$ cat config.mk
export PLATFORM = sky130hd
export DESIGN_NAME = audio_preselection_descriptor_parser
export DESIGN_NICKNAME = d
export VERILOG_FILES = /design/src/hdl/apdp_pkg.sv /design/src/hdl/audio_preselection_descriptor_parser.sv /design/src/hdl/apdp_step.sv
export SDC_FILE = /design/constraint.sdc
export NUM_CORES = 1
export LEC_CHECK = 0
export BUFFER_PORTS_ARGS = -buffer_cell sky130_fd_sc_hd__buf_2
export CORE_MARGIN = 5
export CORE_UTILIZATION = 41
export DETAILED_ROUTE_END_ITERATION = 8
export PLACE_DENSITY = 0.69
export SLEW_MARGIN = 20
export SYNTH_ARGS = -nofsm -noshare
export SYNTH_HDL_FRONTEND = slang
export SYNTH_HIERARCHICAL = 1
export SYNTH_SLANG_ARGS = --single-unit
$ cat constraint.sdc
create_clock -name clk -period 32.6 [get_ports clk]
set_input_delay 1.63 -clock clk [delete_from_list [all_inputs] [get_ports clk]]
set_output_delay 1.63 -clock clk [all_outputs]
set_load 0.05 [all_outputs]
$ cat src/hdl/apdp_pkg.sv
`timescale 1ns / 1ps

package apdp_pkg;

  typedef enum logic [3:0] {
    PH_HEADER   = 4'd0,
    PH_FLAGS_A  = 4'd1,
    PH_FLAGS_B  = 4'd2,
    PH_LANG     = 4'd3,
    PH_MSG      = 4'd4,
    PH_AUXCNT   = 4'd5,
    PH_AUXTAG   = 4'd6,
    PH_EXTLEN   = 4'd7,
    PH_EXTSKIP  = 4'd8,
    PH_DONE     = 4'd9,
    PH_COMPLETE = 4'd15
  } phase_t;

  typedef enum logic [1:0] {
    ST_OK        = 2'd0,
    ST_EARLY_END = 2'd1,
    ST_ZERO      = 2'd2,
    ST_TRUNC     = 2'd3
  } status_t;

  typedef struct packed {
    logic [7:0] payload_byte;
    logic       end_of_payload;
  } in_t;

  typedef struct packed {
    logic [4:0]  presel_id;
    logic [2:0]  rendering_indication;
    logic [3:0]  role_flags;
    logic [3:0]  presence_flags;
    logic [23:0] language_code;
    logic [7:0]  label_msg_id;
    logic [2:0]  aux_count;
    logic [55:0] aux_tags;
    logic [4:0]  extension_length;
    logic [1:0]  status;
    logic        last_result;
  } out_t;

  typedef struct packed {
    logic [7:0]  flags_a;
    logic [7:0]  flags_b;
    logic [23:0] language;
    logic [7:0]  label_msg_id;
    logic [2:0]  aux_count;
    logic [4:0]  ext_len;
    logic [55:0] aux_tags;
  } entry_t;

  typedef struct packed {
    phase_t      phase;
    logic [4:0]  entries_left;
    logic [4:0]  bytes_left;
    entry_t      entry;
  } state_t;

endpackage

$ cat src/hdl/audio_preselection_descriptor_parser.sv
`timescale 1ns / 1ps
// channel | handshake               | beat
// in      | in_valid / in_stall     | apdp_pkg::in_t  (payload_byte, end_of_payload)
// out     | out_valid / out_stall   | apdp_pkg::out_t (one entry or status result)
// One byte per cycle while in_stall is low: the state updates when a beat is taken,
// and a result lands in the output register on the same edge unless it is stalled.
// A result that meets a stalled output register goes to a one-beat skid
// register; in_stall rises only while that skid register is full.
// rst is synchronous and returns the parser to the header phase with both
// result registers empty.

module audio_preselection_descriptor_parser (
  input  logic           clk,
  input  logic           rst,
  input  logic           in_valid,
  output logic           in_stall,
  input  apdp_pkg::in_t  in_data,
  output logic           out_valid,
  input  logic           out_stall,
  output apdp_pkg::out_t out_data
);

  apdp_pkg::state_t state;
  apdp_pkg::state_t state_next;
  logic             res_valid;
  apdp_pkg::out_t   res;
  logic             skid_valid;
  apdp_pkg::out_t   skid_data;
  logic             accept;
  logic             out_take;
  logic             out_valid_next;
  logic             skid_valid_next;

  apdp_step u_step (
    .cur       (state),
    .in_data   (in_data),
    .nxt       (state_next),
    .res_valid (res_valid),
    .res       (res)
  );

  assign in_stall = skid_valid;
  assign accept   = in_valid & ~skid_valid;
  assign out_take = out_valid & ~out_stall;

  always_ff @(posedge clk) begin
    if (rst) begin
      state.phase        <= apdp_pkg::PH_HEADER;
      state.entries_left <= 5'd0;
      state.bytes_left   <= 5'd0;
      state.entry        <= '0;
    end else if (accept) begin
      state <= state_next;
    end
  end

  always_comb begin
    out_valid_next  = out_valid;
    skid_valid_next = skid_valid;
    if (out_take) begin
      if (skid_valid) begin
        skid_valid_next = 1'b0;
      end else begin
        out_valid_next = 1'b0;
      end
    end
    if (accept && res_valid) begin
      if (out_valid && !out_take) begin
        skid_valid_next = 1'b1;
      end else begin
        out_valid_next = 1'b1;
      end
    end
  end

  always_ff @(posedge clk) begin
    if (rst) begin
      out_valid  <= 1'b0;
      skid_valid <= 1'b0;
    end else begin
      out_valid  <= out_valid_next;
      skid_valid <= skid_valid_next;
    end
  end

  always_ff @(posedge clk) begin
    if (out_take && skid_valid) begin
      out_data <= skid_data;
    end else if (accept && res_valid && !(out_valid && !out_take)) begin
      out_data <= res;
    end
    if (accept && res_valid && out_valid && !out_take) begin
      skid_data <= res;
    end
  end

endmodule

$ cat src/hdl/apdp_step.sv
`timescale 1ns / 1ps

module apdp_step (
  input  apdp_pkg::state_t cur,
  input  apdp_pkg::in_t    in_data,
  output apdp_pkg::state_t nxt,
  output logic             res_valid,
  output apdp_pkg::out_t   res
);

  localparam logic [4:0] LangBytes = 5'd3;

  logic [7:0] b;
  logic       eop;
  logic       check_end;
  logic [4:0] bl_dec;
  logic [4:0] left_dec;
  logic [4:0] idx_diff;
  logic [2:0] idx;
  logic [2:0] cnt;

  function automatic apdp_pkg::phase_t next_part(input logic [1:0] rank,
                                                 input logic [3:0] pres);
    if (rank < 2'd1 && pres[3]) begin
      return apdp_pkg::PH_LANG;
    end else if (rank < 2'd2 && pres[2]) begin
      return apdp_pkg::PH_MSG;
    end else if (rank < 2'd3 && pres[1]) begin
      return apdp_pkg::PH_AUXCNT;
    end else if (pres[0]) begin
      return apdp_pkg::PH_EXTLEN;
    end
    return apdp_pkg::PH_COMPLETE;
  endfunction

  function automatic apdp_pkg::out_t pack_entry(input apdp_pkg::entry_t e);
    apdp_pkg::out_t o;
    o.presel_id            = e.flags_a[7:3];
    o.rendering_indication = e.flags_a[2:0];
    o.role_flags           = e.flags_b[7:4];
    o.presence_flags       = e.flags_b[3:0];
    o.language_code        = e.language;
    o.label_msg_id         = e.label_msg_id;
    o.aux_count            = e.aux_count;
    o.aux_tags             = e.aux_tags;
    o.extension_length     = e.ext_len;
    o.status               = apdp_pkg::ST_OK;
    o.last_result          = 1'b0;
    return o;
  endfunction

  assign b        = in_data.payload_byte;
  assign eop      = in_data.end_of_payload;
  assign bl_dec   = (cur.bytes_left != 5'd0) ? cur.bytes_left - 5'd1 : 5'd0;
  assign cnt      = cur.entry.aux_count;
  assign idx_diff = {2'b00, cnt} - cur.bytes_left;

  always_comb begin
    if ({2'b00, cnt} < cur.bytes_left) begin
      idx = 3'd0;
    end else if (idx_diff > 5'd6) begin
      idx = 3'd6;
    end else begin
      idx = idx_diff[2:0];
    end
  end

  always_comb begin
    nxt       = cur;
    res_valid = 1'b0;
    res       = '0;
    check_end = 1'b1;
    left_dec  = 5'd0;
    case (cur.phase)
      apdp_pkg::PH_HEADER: begin
        nxt.entry        = '0;
        nxt.bytes_left   = 5'd0;
        nxt.entries_left = b[7:3];
        if (b[7:3] == 5'd0) begin
          res_valid       = 1'b1;
          res.status      = apdp_pkg::ST_ZERO;
          res.last_result = 1'b1;
          nxt.phase       = eop ? apdp_pkg::PH_HEADER : apdp_pkg::PH_DONE;
          check_end       = 1'b0;
        end else begin
          nxt.phase = apdp_pkg::PH_FLAGS_A;
        end
      end
      apdp_pkg::PH_FLAGS_A: begin
        nxt.entry.flags_a = b;
        nxt.phase         = apdp_pkg::PH_FLAGS_B;
      end
      apdp_pkg::PH_FLAGS_B: begin
        nxt.entry.flags_b = b;
        nxt.phase         = next_part(2'd0, b[3:0]);
        if (b[3]) begin
          nxt.bytes_left = LangBytes;
        end
      end
      apdp_pkg::PH_LANG: begin
        nxt.entry.language = {cur.entry.language[15:0], b};
        nxt.bytes_left     = bl_dec;
        if (bl_dec == 5'd0) begin
          nxt.phase = next_part(2'd1, cur.entry.flags_b[3:0]);
        end
      end
      apdp_pkg::PH_MSG: begin
        nxt.entry.label_msg_id = b;
        nxt.phase              = next_part(2'd2, cur.entry.flags_b[3:0]);
      end
      apdp_pkg::PH_AUXCNT: begin
        nxt.entry.aux_count = b[7:5];
        if (b[7:5] != 3'd0) begin
          nxt.bytes_left = {2'b00, b[7:5]};
          nxt.phase      = apdp_pkg::PH_AUXTAG;
        end else begin
          nxt.phase = next_part(2'd3, cur.entry.flags_b[3:0]);
        end
      end
      apdp_pkg::PH_AUXTAG: begin
        nxt.entry.aux_tags = cur.entry.aux_tags
                           | (56'(b) << {3'(3'd6 - idx), 3'b000});
        nxt.bytes_left     = bl_dec;
        if (bl_dec == 5'd0) begin
          nxt.phase = next_part(2'd3, cur.entry.flags_b[3:0]);
        end
      end
      apdp_pkg::PH_EXTLEN: begin
        nxt.entry.ext_len = b[4:0];
        if (b[4:0] != 5'd0) begin
          nxt.bytes_left = b[4:0];
          nxt.phase      = apdp_pkg::PH_EXTSKIP;
        end else begin
          nxt.phase = apdp_pkg::PH_COMPLETE;
        end
      end
      apdp_pkg::PH_EXTSKIP: begin
        nxt.bytes_left = bl_dec;
        if (bl_dec == 5'd0) begin
          nxt.phase = apdp_pkg::PH_COMPLETE;
        end
      end
      default: begin
        check_end = 1'b0;
        if (eop) begin
          nxt.phase = apdp_pkg::PH_HEADER;
        end
      end
    endcase

    if (check_end) begin
      if (nxt.phase == apdp_pkg::PH_COMPLETE) begin
        left_dec  = (cur.entries_left != 5'd0) ? cur.entries_left - 5'd1 : 5'd0;
        res_valid = 1'b1;
        res       = pack_entry(nxt.entry);
        if (left_dec == 5'd0) begin
          res.status       = apdp_pkg::ST_OK;
          res.last_result  = 1'b1;
          nxt.phase        = eop ? apdp_pkg::PH_HEADER : apdp_pkg::PH_DONE;
          nxt.entries_left = 5'd0;
        end else if (eop) begin
          res.status       = apdp_pkg::ST_EARLY_END;
          res.last_result  = 1'b1;
          nxt.phase        = apdp_pkg::PH_HEADER;
          nxt.entries_left = 5'd0;
        end else begin
          res.status       = apdp_pkg::ST_OK;
          res.last_result  = 1'b0;
          nxt.phase        = apdp_pkg::PH_FLAGS_A;
          nxt.entries_left = left_dec;
        end
        nxt.bytes_left = 5'd0;
        nxt.entry      = '0;
      end else if (eop) begin
        res_valid        = 1'b1;
        res              = pack_entry(nxt.entry);
        res.status       = apdp_pkg::ST_TRUNC;
        res.last_result  = 1'b1;
        nxt.phase        = apdp_pkg::PH_HEADER;
        nxt.entries_left = 5'd0;
        nxt.bytes_left   = 5'd0;
        nxt.entry        = '0;
      end
    end
  end

endmodule

==> qor.yml <==
outcome:
  status: "completed"
clock_network:
  cts_made_buffers: 37
  hold_buffers: 0
  clk_latency_ns: 0.54
  cts_root_buffer: "clkbuf_16"
  post_cts_resized: 0
  clockBufferDepth: 3
  clk_pin_slew_worst_paths_ns: 0.06
  cts_tree: "done"
  postCtsSetupBuffers: 0
  clkSinkCount: 358
  htreeDepth: 2
pwr:
  p_leak_nw: 6.686
  finalPower_mw: 1.028
  p_per_area_nw_per_um2: 54.64
  ir_worst_vdd_uv: 43.48
timing:
  min_period_ns: 5.481
  fin_crit_sh_pct: 16.81
  max_freq_mhz: 182.4
  drv_slew: 0
  setup_tns_ns: 0
  relSlewSlack_pct: 28.39
  worst_slew_pin_slew_ns: 1.074
  finClkSkew_ns: 0.03027
  finalSetupViolations: 0
  rsz0062_at_grt: "false"
  hold_viol_final: 0
grt:
  grtUsageTotal_pct: 17.61
  grt.overflow.total: 0
  antenna_found_initial: 3
  grt_pass1_vias: 11760
  grt_max_degree: 96
  grt_pass1_wl_um: 64870
yosys:
  yosys_register_bits: 358
  seq_area_frac_synth_pct: 56.93
  synth_edf_count: 230
  synth_top_family_by_area: "simple AND/OR/NAND/NOR gates"
  syn_area_um2: 16630
  synth_warnings: 6
  yosys.area_share.simple_pct: 17.23
  syn-num-nets: 1609
  synth_xor_area_share_pct: 0.1580
  synth_cells: 1589
  synth_compound_area_share_pct: 11.61
  synth_mux_area_share_pct: 9.215
  avgSynthCellArea_um2: 10.47
  synth_top_flop_cell: "edfxtp_1"
  async_reset_ff_share_pct: 0
  synth_fa_ha_area_share_pct: 0.5717
  ys_types: 71
cells_and_area:
  area_delta_synth_final_pct: 13.14
  fin_nets: 1671
  final_cell_mix: "270 x nand2_1, 230 x edfxtp_1, 194 x a21oi_1"
  final_common_cell: "nand2_1"
  drive_gt1_share_pct: 21.37
  fillers: 3628
floorplanning:
  die_area_um2: 44690
  core_um2: 39910
  initial_core_util_pct: 41.67
  die_width_um: 211.4
  rows: 73
  die-height_um: 211.4
  pin_count: 130
placement:
  dp_hpwl_um: 25260
  port_buffers: 129
  routabilityCongestion: 0.9408
hold_path:
  hold_class: "reg -> reg"
routing:
  wl_per_cell_um: 18.63
  ant_nets: 0
  num_vias: 12290
  first_pass_iters: 7
  drt_iter0_markers: 1377
  vias_per_cell: 5.570
  drcViolationCount: 0
  wl_um: 41110
worst_setup_path:
  worstSetupStartpointType: "input pin"
  cp_max_fo: 66
  required_ns: 32.74
  cp.arrival_ns: 5.62
  endpoint_kind: "register"
  crit_type: "in -> reg"
flow_run:
  maxCapViolations: 0
-- kinds of logic (layout without fill, tap and decap cells) --
group / after synthesis / in the layout
other: 0 / 1
buffers and inverters: 144 / 235
XOR/XNOR: 3 / 3
multiplexers: 120 / 120
AO/OA/AOI/OAI: 324 / 324
adder cells (fa/ha/maj): 7 / 7
AND/OR/NAND/NOR: 633 / 633
flip-flops: 358 / 358
-- cells in the mapped netlist, drive strengths merged, types with 3 or more instances --
library cell,n,area [µm²]
nand2,271,1020
edfxtp,230,6907
a21oi,195,979.7
nor2,149,559.3
dfxtp,128,2562
nor3,128,721.9
mux2,115,1483
clkbuf,67,251.5
buf,62,405.4
a22oi,30,225.2
a31oi,24,150.1
and3,22,137.6
o21ai,22,113.9
a41oi,17,148.9
inv,13,48.80
nand2b,11,68.82
nand3,11,55.05
nor2b,7,43.79
ha,6,75.07
nor4,6,43.79
mux2i,5,50.05
o311ai,5,43.79
or2,5,31.28
a21boi,4,30.03
and2,4,25.02
nor4b,4,41.29
or3,4,30.03
o221ai,3,26.28
o41a,3,33.78
-- path summary, 6_finish.rpt --
kind                                      to  startpoint  cells after the start  slack, ns
worst max-delay path            out_data[16]  in_data[6]                     11      27.12
worst max register to register  out_data[16]  state[123]                     11      27.39
worst min-delay path               state[25]   state[25]                      2       0.45
worst min register to register     state[25]   state[25]                      2       0.45
-- metrics by stage --
step / cell area, µm² / instances / setup slack [ns] / hold slack [ns] / utilization (%)
2_1_floorplan: 16630 / 1589 / 19.77 / 0.4336 / -
3_3_place_gp: 17530 / 2137 / 26.69 / 0.4384 / 43.92
3_5_place_dp: 17530 / 2137 / 26.60 / 0.4460 / 43.92
4_1_cts: 18820 / 2205 / 27.13 / 0.4542 / 47.14
5_1_grt: 18820 / 2206 / 26.80 / 0.4722 / 47.15
6_report: 18820 / 2206 / 27.12 / 0.4536 / 47.15
-- critical path: stages --
cell and delay [ns]:
buf_2 0.25, nor3_1 0.49, a31oi_1 0.39, or2_2 0.41
a211oi_2 0.42, o21ai_4 0.08, nand2_1 0.17, a21oi_1 0.13
a211oi_4 0.22, buf_4 0.60, buf_4 0.79
-- power breakdown --
group | switching [mW] | total, mW | internal [mW]
Sequential | 0.00428 | 0.495 | 0.490
Clock | 0.175 | 0.443 | 0.268
Combinational | 0.0749 | 0.0908 | 0.0159
Total | 0.254 | 1.03 | 0.774
-- registers in the layout, indices dropped and copies added, names as in the netlist, named ones only --
register   flops
state        126
out_data     115
skid_data    115
out_valid      1
-- area by class of cell --
class	instances	area, µm²	share of cell area (%)
diodes	1	2.502	0.01330
clock buffers	53	1100	5.844
clock inverters	15	183.9	0.9774
inverters	15	56.30	0.2992
multi-input cells	1087	6529	34.69
flip-flops and latches	358	9469	50.32
well taps	525	656.9	3.491
repair buffers	152	820.8	4.362
-- layer usage --
metal	track usage, %	up-vias	part of all wire (%)
met5	0	-	0.051
met4	5.464	4	2.6
met3	3.053	81	6.5
met2	27.28	457	46
met1	25.41	5899	45
li1	-	5847	-
Power figures use the tool's default switching activity.
